$ cat config.mk
export PLATFORM = sky130hd
export DESIGN_NAME = tamsd_ram
export DESIGN_NICKNAME = d
export VERILOG_FILES = /design/src/tamsd_ram.sv
export SDC_FILE = /design/constraint.sdc
export NUM_CORES = 1
export LEC_CHECK = 0
export BUFFER_PORTS_ARGS = -buffer_cell sky130_fd_sc_hd__buf_2
export CORE_MARGIN = 4
export CORE_UTILIZATION = 50
export DETAILED_ROUTE_END_ITERATION = 6
export GPL_TIMING_DRIVEN = 0
export MAX_ROUTING_LAYER = met4
export PLACE_DENSITY = 0.67
export SYNTH_ARGS = -nofsm -noshare
export SYNTH_HDL_FRONTEND = slang
export SYNTH_SLANG_ARGS = --single-unit
$ cat constraint.sdc
create_clock -name clk -period 2.24 [get_ports clk]
set_input_delay 0.448 -clock clk [delete_from_list [all_inputs] [get_ports clk]]
set_output_delay 0.448 -clock clk [all_outputs]
set_load 0.02 [all_outputs]
$ cat src/tamsd_ram.sv
module tamsd_ram #(
	parameter int WIDTH = 8,
	parameter int DEPTH = 16
) (
	input  logic                     clk,
	input  logic                     we,
	input  logic [$clog2(DEPTH)-1:0] waddr,
	input  logic [WIDTH-1:0]         wdata,
	input  logic [$clog2(DEPTH)-1:0] raddr,
	output logic [WIDTH-1:0]         rdata
);
	logic [WIDTH-1:0] mem_q [DEPTH];
	logic [WIDTH-1:0] rdata_q;

	always_ff @(posedge clk) begin
		if (we) begin
			mem_q[waddr] <= wdata;
		end
		rdata_q <= mem_q[raddr];
	end

	assign rdata = rdata_q;
endmodule

Word level (Yosys, flattened, before mapping)
Memory sizes are Yosys's and may differ from the RTL's. A register that Yosys moved wholly into a read port is not among the register bits. Index checks and enable logic that the tools add are counted.

RAM bits: 128. Register bits after elaboration: 0. Bits in read-only memories: 0. Word-level logic and storage cells: 3. Bits of input ports: 18. Memories kept: 1. Latch bits: 0. Output and inout port bits: 8.

Add/subtract/negate cells: 0. Bitwise logic cells: 0. Div/mod/pow operators: 0. Shift operators: 0. Multipliers: 0. Multiplexer cells: 2. Order comparisons: 0. Reduce and logical (&&, ||, !) cells: 0. Equality and inequality tests: 0.

Memory list: mem_q (words 16, bits a word 8, read ports 1, clocked after memory_dff 1, write ports 1, line 12) `logic [WIDTH-1:0] mem_q [DEPTH];`.

Operator list (number): $mux 1 (2).

Depth between registers and ports, before layout
Depth in word-level cells: 2. Gate-level depth with buffers: 5. Gate-level depth less buffers: 3.

Least setup slack after synthesis
No wires, ideal clock.

Path type: input port to flip-flop. Start point: in waddr[2]. End point: mem mem_q[0][0] (enable). Arrival: 1.558 ns. Required time: 1.857 ns. Path buffers: 0. Setup time: 0.383 ns. Stages on the path: 2. Setup slack: 0.299 ns. Cells stage by stage: or3b_2 > nor3_1.

RTL lines: from (decl) (line 7) `input logic [$clog2(DEPTH)-1:0] waddr,`; to (decl) (line 12).

No word-level cell before the write port.

Final worst setup path
Start point: in waddr[2]. End point: mem mem_q[0][6] (enable).

No word-level cell before the write port.

==> run metrics <==
Synth Instances 229; Critical Setup Path Class in2reg; RSZ-0062 raised after global routing no; CP startpoint kind primary input; synthesized area per cell around 22 um^2; initial antenna violation count 0; layout cells sized above 1 0.274; Commonest cells post-synth edfxtp_1 (128), mux4_2 (18), a22oi_1 (16), mux4_1 (14), nor2_1 (13); warnings from Yosys 0; Reg2Reg Depth 3; IO Count 26; LEAKAGE 2.02 nW; Tot Pwr 5.92 mW; # placed instances 386; worst hold path class in2reg; hold path depth 1; Peak VDD IR 0.000563 V; outcome finished clean; CTS sink cnt approximately 140; crit-path leading delay family simple AND/OR/NAND/NOR gates; chip width roughly 110 um; worst hold slack approximately 0.33 ns; post-synthesis net count 247; Die ar. 12000 um^2; Async SR Flop Fraction 0; r2r startpoint mem_q[5][3]; Antenna Violating Nets Remaining 0; Rows 36; final setup skew 0.00639 ns; fill count 721; drt pass-1 iters 4; DP Worst Slack -0.239 ns; area grow syn2layout 16.9%; CTS H-Tree Depth 4; crit path capture type flop; most frequent cell after synthesis edfxtp_1; critical path cell sequence buf_2, or3b_2, nor3_1; Seq/Total Area, Yosys 0.778; placed cell areas 5430 um^2; TritonCTS clock tree yes; Final Max Slew Viols 0; Arr. time, crit path about 2.1 ns; core area 9910 um^2; Power Dens Cells 983 nW/um^2; post-synthesis cell type count 19; gpl congestion between 0.7 and 0.8; clk slew on worst S/H paths around 0.060 ns; DR DRC count 0; CP max FO 8; postcts setup bufs 0; DP HPWL approximately 6000 um; number of global-route vias before repair 2406; maxcap violations 0; reg-to-reg endpoint rdata[3]; Yosys top cell area share 0.747; final WL between 9000 and 10000 um; post-cts hold buffer count 0; Fin. Hold Viols 0; ranking of synthesized cells by area edfxtp_1 (75%), mux4_2 (7.9%), mux4_1 (7.1%); Netlist Area Pre-Place just over 5000 um^2; Port Buffer Count 24; critical path depth in cells 3; initial core utilization 0.519; wire per inst around 24 um; worst setup margin 0.293 ns; vias per cell ~5.7; largest net degree at the start of global routing 17; post-route non-filler standard cell count around 420; Root Driver clkbuf_8; Crit path required time 2.35 ns; worst skew pair latency about 0.51 ns; fmax 514 MHz; Main synth FF type edfxtp_1; Synth Register Bits ~140; first-pass GRT wire length ~15000 um; Clock Path Buffers 2; Tot GR Track Use 0.188; initial drt markers 143; worst setup path start waddr[2]; vias 2384; period utilisation layout 0.869; Worst path max stage delay 0.97 ns; Slowest cell on crit path nor3_1; max_slew headroom 0.0696; fin crit period 1.95 ns; R2R Setup Slk 0.82 ns; Slew @ Worst Pin 1.38 ns; Worst Setup EP mem_q[0][6]; n_diodes 0; Num CTS Buffers 17; Post-CTS Resized 0; cell taking the most area after synthesis edfxtp_1; # nets final 290; total global routing overflow 0; Buf/Inv on CP 1; Die Span Y 109 um; EDFF count, synth ~130; post-route cell area 6020 um^2; endpoints failing setup 0
==> cell type report <==
| class | count | area [um^2] | share of cell area |
|---|---|---|---|
| Multi-Input combinational cell | 83 | 1060 | 0.176 |
| Buffer | 10 | 86.3 | 0.0143 |
| Timing Repair Buffer | 24 | 120 | 0.0200 |
| Tap cell | 133 | 166 | 0.0277 |
| Sequential cell | 136 | 4000 | 0.665 |
| Clock inverter | 11 | 154 | 0.0256 |
| Clock buffer | 21 | 429 | 0.0713 |
==> sequential cells by signal, summed over array words and instances (netlist names) <==
signal and flops:
mem_q 128, rdata 8
==> metal layers <==
layer | global-route usage | up-vias | part of all wire
li1 | - | 1062 | -
met1 | 0.264 | 1242 | 0.46
met2 | 0.279 | 72 | 0.47
met3 | 0.0476 | 8 | 0.056
met4 | 0.0543 | 0 | 0.0091
met5 | - | - | 0
==> layout by cell type (no fill, tap or decap) <==
master | netlist | final
nand3b_1 | 2 | 2
nand3_1 | 1 | 1
and2b_1 | 1 | 1
clkinv_2 | 0 | 3
and2_1 | 1 | 1
buf_6 | 3 | 3
bufinv_16 | 0 | 4
nand2_1 | 9 | 9
nor2b_1 | 1 | 1
or3b_2 | 1 | 1
a22oi_1 | 16 | 16
nor3_1 | 4 | 4
clkinvlp_4 | 0 | 1
clkinv_1 | 0 | 3
mux4_2 | 18 | 18
dfxtp_1 | 8 | 8
buf_2 | 3 | 27
clkbuf_16 | 0 | 16
nand2b_1 | 2 | 2
clkbuf_8 | 0 | 1
edfxtp_1 | 128 | 128
clkbuf_1 | 0 | 4
buf_4 | 1 | 1
nor2_1 | 13 | 13
clkdlybuf4s25_2 | 3 | 3
mux4_1 | 14 | 14
==> per-stage QoR <==
step                setup TNS (ns)   util
floorplan                        0      -
global placement             -2.07  0.548
detailed placement           -2.27  0.548
CTS                              0  0.607
global route                     0  0.607
finish                           0  0.607
==> worst reg2reg max path, delay by kind of cell, from the launching register on <==
kind,cells,cell delay [ns]
multiplexers,1,0.56
flip-flops,1,0.37
AO/OA/AOI/OAI,1,0.26
AND/OR/NAND/NOR,1,0.11
==> how the worst min path moves through the flow <==
stage | start | to | slack, ns
2_1_floorplan | wdata[0] | mem_q[0][0] | 0.55
3_3_place_gp | mem_q[3][1] | rdata[1] | 0.66
3_5_place_dp | mem_q[0][1] | rdata[1] | 0.69
4_1_cts | wdata[6] | mem_q[7][6] | 0.33
5_1_grt | wdata[6] | mem_q[7][6] | 0.34
6_report | wdata[6] | mem_q[7][6] | 0.33
==> cell families (layout without fill, tap and decap cells) <==
group	count (synthesis)	count (layout)	share of synthesized area
flip-flops	136	136	0.778
AND/OR/NAND/NOR	35	35	0.0318
multiplexers	32	32	0.150
AO/OA/AOI/OAI	16	16	0.0233
buffers and inverters	10	66	0.0168
==> power breakdown <==
group          internal (mW)  switching, mW  total (mW)
combinational          0.113          0.177       0.290
clock                   1.79          0.977        2.77
sequential              2.85         0.0134        2.86
total                   4.75           1.17        5.92
(Power assumes the default switching activity.)
