`config.mk`:
```
export PLATFORM = sky130hd
export DESIGN_NAME = tamsd_div
export DESIGN_NICKNAME = d
export VERILOG_FILES = /design/src/tamsd_pkg.sv /design/src/tamsd_div.sv
export SDC_FILE = /design/constraint.sdc
export NUM_CORES = 1
export LEC_CHECK = 0
export BUFFER_PORTS_ARGS = -buffer_cell sky130_fd_sc_hd__buf_2
export CAP_MARGIN = 20
export CORE_ASPECT_RATIO = 0.5
export CORE_MARGIN = 1
export CORE_UTILIZATION = 56
export CTS_BUF_LIST = sky130_fd_sc_hd__clkbuf_8 sky130_fd_sc_hd__clkbuf_16
export DETAILED_ROUTE_END_ITERATION = 10
export GPL_TIMING_DRIVEN = 0
export PLACE_DENSITY = 0.83
export SYNTH_ARGS = -nofsm -noshare
export SYNTH_HDL_FRONTEND = slang
export SYNTH_SLANG_ARGS = --single-unit
export TNS_END_PERCENT = 20
```
`constraint.sdc`:
```
create_clock -name clk -period 3.7 [get_ports clk]
set_clock_uncertainty 0.15 [all_clocks]
set_input_delay 0.74 -clock clk [delete_from_list [all_inputs] [get_ports clk]]
set_output_delay 0.74 -clock clk [all_outputs]
set_load 0.02 [all_outputs]
```
`src/tamsd_pkg.sv`:
```
package tamsd_pkg;

	localparam int MAX_FRAMES_DEF = 1024;
	localparam int MAX_LAGS_DEF   = 1024;
	localparam int COORD_BITS_DEF = 24;

	localparam int TIME_W = 32;
	localparam int AVG_W  = 63;
	localparam int CNT_W  = 20;
	localparam int WIN_W  = 11;
	localparam int LAGI_W = 10;

	localparam logic [AVG_W-1:0] SUM_MAX = {AVG_W{1'b1}};
	localparam logic [CNT_W-1:0] CNT_MAX = {CNT_W{1'b1}};

	localparam logic ACT_LOAD = 1'b0;
	localparam logic ACT_READ = 1'b1;

	localparam logic [1:0] STAT_OK    = 2'd0;
	localparam logic [1:0] STAT_FULL  = 2'd1;
	localparam logic [1:0] STAT_DROP  = 2'd2;
	localparam logic [1:0] STAT_NOLAG = 2'd3;

	typedef enum logic [4:0] {
		S_IDLE,
		S_CLEAR,
		S_WIN_A,
		S_WIN_B,
		S_WIN_C,
		S_WIN_DIV,
		S_PAIR_I,
		S_PAIR_IL,
		S_PAIR_J,
		S_PAIR_JL,
		S_PAIR_DIV,
		S_PAIR_MUL,
		S_BIN_RD,
		S_BIN_WR,
		S_READ_RD,
		S_READ_LD,
		S_READ_DIV,
		S_RESULT
	} tamsd_state_t;

	// long_mode: 64 quotient bits, otherwise 33 (dividend in bits 32:0)
	typedef struct packed {
		logic start;
		logic long_mode;
	} div_req_t;

endpackage

```
`src/tamsd_div.sv`:
```
module tamsd_div (
	input  logic                clk,
	input  logic                arst_n,
	input  tamsd_pkg::div_req_t req,
	input  logic [63:0]         dividend,
	input  logic [31:0]         divisor,
	output logic                done,
	output logic [63:0]         quotient
);
	import tamsd_pkg::*;

	logic [63:0] d_q;
	logic [32:0] r_q;
	logic [31:0] dv_q;
	logic [6:0]  cnt_q;
	logic        run_q;
	logic        done_q;
	logic [32:0] r_sh;
	logic        fits;

	// shift in one dividend bit, subtract when the divisor fits
	assign r_sh = {r_q[31:0], d_q[63]};
	assign fits = r_sh >= {1'b0, dv_q};

	always_ff @(posedge clk or negedge arst_n) begin
		if (!arst_n) begin
			run_q  <= 1'b0;
			done_q <= 1'b0;
			cnt_q  <= '0;
		end else begin
			done_q <= run_q && (cnt_q == 7'd1);
			if (req.start) begin
				run_q <= 1'b1;
				cnt_q <= req.long_mode ? 7'd64 : 7'd33;
			end else if (run_q) begin
				cnt_q <= cnt_q - 7'd1;
				if (cnt_q == 7'd1) begin
					run_q <= 1'b0;
				end
			end
		end
	end

	always_ff @(posedge clk) begin
		if (req.start) begin
			d_q  <= req.long_mode ? dividend : {dividend[32:0], 31'd0};
			r_q  <= '0;
			dv_q <= divisor;
		end else if (run_q) begin
			r_q <= fits ? (r_sh - {1'b0, dv_q}) : r_sh;
			d_q <= {d_q[62:0], fits};
		end
	end

	assign done     = done_q;
	assign quotient = d_q;
endmodule

```
Word level (Yosys, flattened, before mapping)

Cells that the tools add are included.

Output and inout bits: 65
Memories kept: 0
Latch bits: 0
Input port bits: 100
Logic and storage cells: 22
Register bits after elaboration: 137
Memory bits (writable): 0
Bits in read-only memories: 0

Reductions and logical operators: 2
Magnitude comparators: 1
Divide/modulo/power cells: 0
Multipliers: 0
Bitwise operators: 0
Shift operators: 0
Add/sub/neg operators: 2
Muxes and demuxes: 10
Equal/unequal tests: 1

Operators by type and width:

| kind                                                               | count |
|---|---|
| 64-bit 2-to-1 mux                                                  | 3 |
| 33-bit by 32-bit >= comparator with 1-bit output                   | 1 |
| 32-bit 2-to-1 mux                                                  | 1 |
| 32-bit subtractor                                                  | 1 |
| 7-bit 2-to-1 mux                                                   | 3 |
| 7-bit by 1-bit == test with 1-bit output, second input constant    | 1 |
| 7-bit by 1-bit subtractor with 7-bit output, second input constant | 1 |
| 1-bit 2-to-1 mux                                                   | 3 |
| 2-bit nonzero test                                                 | 1 |
| 1-bit logical AND                                                  | 1 |

Longest topological paths before layout

Depth after elaboration: 4
Gate-level depth with buffers: 13
Mapped depth without buffers: 11

Worst setup path after synthesis

Ideal clock, no wire load.

Path type: input to register
Start: in req[1] in the netlist's numbering
End: reg d_q[0], in the netlist quotient[0], enable pin
Buffers on the path: 2
Data required time: 3132 ps
Setup slack: 615 ps
Data arrival time: 2517 ps
Setup time: 418 ps
Stages on the path: 4
Cell sequence: clkbuf_1 nor2_1 clkbuf_1 inv_1

Cells in the longest elaborated chain, start to end: 1

Ends and longest elaborated chain:

| what                         | line            | source |
|---|---|---|
| start, declared              | tamsd_div.sv:4  | `input tamsd_pkg::div_req_t req,` |
| 2-bit nonzero test (no line) | n/a             |  |
| end signal, assigned         | tamsd_div.sv:46 | `d_q <= req.long_mode ? dividend : {dividend[32:0], 31'd0};` |
| end signal, assigned         | tamsd_div.sv:51 | `d_q <= {d_q[62:0], fits};` |
| end, declared                | tamsd_div.sv:12 | `logic [63:0] d_q;` |

No other way between the ends.
A chain may end at the register's enable or synchronous reset.

Worst setup path after layout

Start: reg d_q[63], in the netlist quotient[63]
End: reg r_q[28]

Cells in the longest elaborated chain, start to end: 2
Elaborated cells on any way between the ends: 3
Classes of those cells: 1 x add/sub; 1 x order compare; 1 x mux

Ends and longest elaborated chain:

| what                                                                                  | line                             | source |
|---|---|---|
| 32-bit subtractor or 33-bit by 32-bit >= comparator with 1-bit output (tied branches) | tamsd_div.sv:50, tamsd_div.sv:23 |  |
| 32-bit 2-to-1 mux (*)                                                                 | tamsd_div.sv:50                  | `r_q <= fits ? (r_sh - {1'b0, dv_q}) : r_sh;` |
| end signal, assigned                                                                  | tamsd_div.sv:50                  |  |
| end, declared                                                                         | tamsd_div.sv:13                  | `logic [32:0] r_q;` |

Every way passes the cells marked *; elsewhere a longest branch is shown, timed or not.

==> impl_metrics.toml <==
[run_status]
status = "complete, no violations"

[grt]
grtUsageTotal = 0.306
grt_pass1_wl_mm = 34.9
grt-ovfl-total = 0
grt_pass1_vias = 6947
antenna_found_initial = 1
grt_max_degree = 43

[route]
routed_via_density = 5.93
wl_per_cell_um = 18.0
dr.pass1.iters = 5
totalWireLength_mm = 22.2
drc = 0
vias = 7336
final_antenna_net_count = 0
drtIter0Drc = 614

[logic_synthesis]
avgSynthCellArea_um2 = 9.48
synth_warnings = 0
syn_area_um2 = 8050
synth_ff_type = "edfxtp_1"
ys_ff_latch = 137
yosysSeqAreaShare = 0.466
ys_types = 75
syn_nets = 984
synth-edff-count = 96
async_flop_share = 0.0657
synthCells = 849

[sta]
tightest_slew_ns = 0.940
period_needed_ns = 3.51
max_slew_margin = 0.371
fmax_mhz = 285
slew_viol_final = 0
rsz0062_at_grt = "no"
finalHoldViolCount = 0
period_share = 0.948
setup_viol = 0

[place]
dp_hpwl_mm = 15.8
gp_congestion = 0.939
numPortBuffers = 163
place_area_um2 = 9120

[clock_tree]
clock_latency_ns = 0.42
cts-root-buf = "clkbuf_16"
path_clk_slew_ns = 0.06
cts_tree = "done"
cts_max_level = 4
cts_made_buffers = 17
post_cts_buffers = 0
hold_buffers = 0
cts_sinks = 137
clockBufferDepth = 2

[die]
row_count = 30
fp.dieW_um = 172
ios = 165
start_util = 0.584
fp.dieArea_um2 = 14900
die_h_um = 86.8
core_um2 = 13800

[setup_path]
rr_startpoint = "quotient[63]"
end_kind = "register"
worstPathArrival_ns = 3.70
reg2reg_depth = 11
startpoint = "quotient[63]"
crit_path_end = "r_q[28]"
required_ns = 3.89
r2r-end = "r_q[28]"
cp-start-kind = "register"
crit_type = "reg2reg"
rrSetupSlack_ns = 0.19
crit_fanout = 6

[power_and_ir_drop]
powerDensity_nw_per_um2 = 558
finalPower_w = 0.00545
vdd_ir_drop_max_mv = 0.376
p_leak_nw = 4.36

[cells_and_area]
postLayoutCellArea_um2 = 9770
areaGrowthSynthToFinish_pct = 21.4
drive_gt1_frac = 0.223
n_fill_cell = 1049
nets = 1167

[flow_run]
drv_cap = 0

[hold_path]
hold_class = "in2async"
stage by stage:
stage               setup WS (ns)  setup TNS [ns]  std cells  hold WS [ns]  utilization
floorplan                   0.615               0        849         0.294            -
global placement           -0.904          -57.58       1204         0.316        0.661
detailed placement          0.122               0       1205         0.327        0.662
CTS                        0.0714               0       1236       0.00731        0.708
global route               0.0171               0       1237        0.0199        0.709
finish                      0.194               0       1237       0.00697        0.709
area by class of cell:
cell class,instances,area [µm²],share of cell area
Inverter,85,319,0.0327
Buffer,46,209,0.0214
Timing Repair Buffer,164,836,0.0856
Tap cell,192,240,0.0246
Multi-Input combinational cell,581,3780,0.387
Sequential cell,137,3750,0.384
Clock buffer,17,425,0.0436
Clock inverter,14,206,0.0211
Antenna cell,1,2.50,0.000256
layout by cell type, fill, tap and decap left out, types with 12 or more instances in the layout:
cell and instances:
edfxtp_1 96, dfxtp_1 32, ha_1 34, a211oi_1 16, nand3_1 22, xor2_1 12, buf_2 173, nand2_1 75
o21ai_0 56, nor3_1 16, nor2_1 79, clkbuf_1 27, a21oi_1 71, a21o_1 16, inv_1 83, mux2i_1 42
clkbuf_16 17
power breakdown:
group / internal [W] / total (W) / switching, W
registers: 0.00192 / 0.00207 / 0.000150
clock network: 0.00114 / 0.00187 / 0.000724
logic: 0.000539 / 0.00151 / 0.000970
flip-flops by register name, summed over array words and instances (netlist names):
register / flops
quotient: 64
done: 1
r_q: 32
cnt_q: 7
run_q: 1
dv_q: 32
Yosys cell counts, types with 9 or more instances:
| master | number | share of area |
|---|---|---|
| nor3_1 | 16 | 0.010 |
| xor2_1 | 12 | 0.013 |
| inv_1 | 84 | 0.039 |
| a211oi_1 | 16 | 0.015 |
| nand3_1 | 22 | 0.014 |
| xnor2_1 | 10 | 0.011 |
| ha_1 | 34 | 0.053 |
| edfxtp_1 | 96 | 0.36 |
| dfrtp_1 | 9 | 0.028 |
| nand4_1 | 11 | 0.0086 |
| dfxtp_1 | 32 | 0.080 |
| clkbuf_1 | 27 | 0.013 |
| buf_2 | 10 | 0.0062 |
| nor4_1 | 9 | 0.0070 |
| mux2i_1 | 42 | 0.052 |
| a21o_1 | 16 | 0.015 |
| a21oi_1 | 72 | 0.045 |
| nand2_1 | 75 | 0.035 |
| o21ai_0 | 56 | 0.035 |
| nor2_1 | 79 | 0.037 |
logic make-up after synthesis:
| group | after synthesis | share of synthesized area |
|---|---|---|
| compound gates | 222 | 0.180 |
| xor+xnor | 22 | 0.0239 |
| fa+ha+maj | 35 | 0.0554 |
| buf+inv | 131 | 0.0656 |
| flops | 137 | 0.466 |
| mux | 42 | 0.0523 |
| simple gates | 260 | 0.157 |
worst min path at each step:
stage	cells after the start	start	slack, ns	to
finish	1	arst_n	0.007	cnt_q[6]
global route	1	arst_n	0.02	cnt_q[6]
CTS	1	arst_n	0.007	cnt_q[6]
detailed placement	2	r_q[3]	0.33	r_q[3]
global placement	2	r_q[3]	0.32	r_q[3]
floorplan	0	arst_n	0.29	cnt_q[0]
per-layer routing:
metal  part of all wire  global-route usage  vias up
li1                   -                   -     3436
met4              0.025               0.128        0
met3              0.099              0.0635       51
met5                  0                   0        -
met1               0.42               0.401     3484
met2               0.46               0.499      365
what timing repair did:
item,4_1_cts,5_1_grt
gates resized for setup,0,3
setup endpoints to repair,0,4
endpoints found under the hold margin,0,0
worst max-delay path: stages, from the launching register on:
cell,delay [ns]
edfxtp_1,0.40
inv_1,0.06
ha_1,0.22
fa_1,0.40
nand2b_1,0.22
a21o_1,0.22
a31oi_1,0.38
o211ai_1,0.26
a21oi_2,0.39
a2111oi_0,0.19
a311o_1,0.39
o21ai_0,0.14
Power figures use the tool's default switching activity.
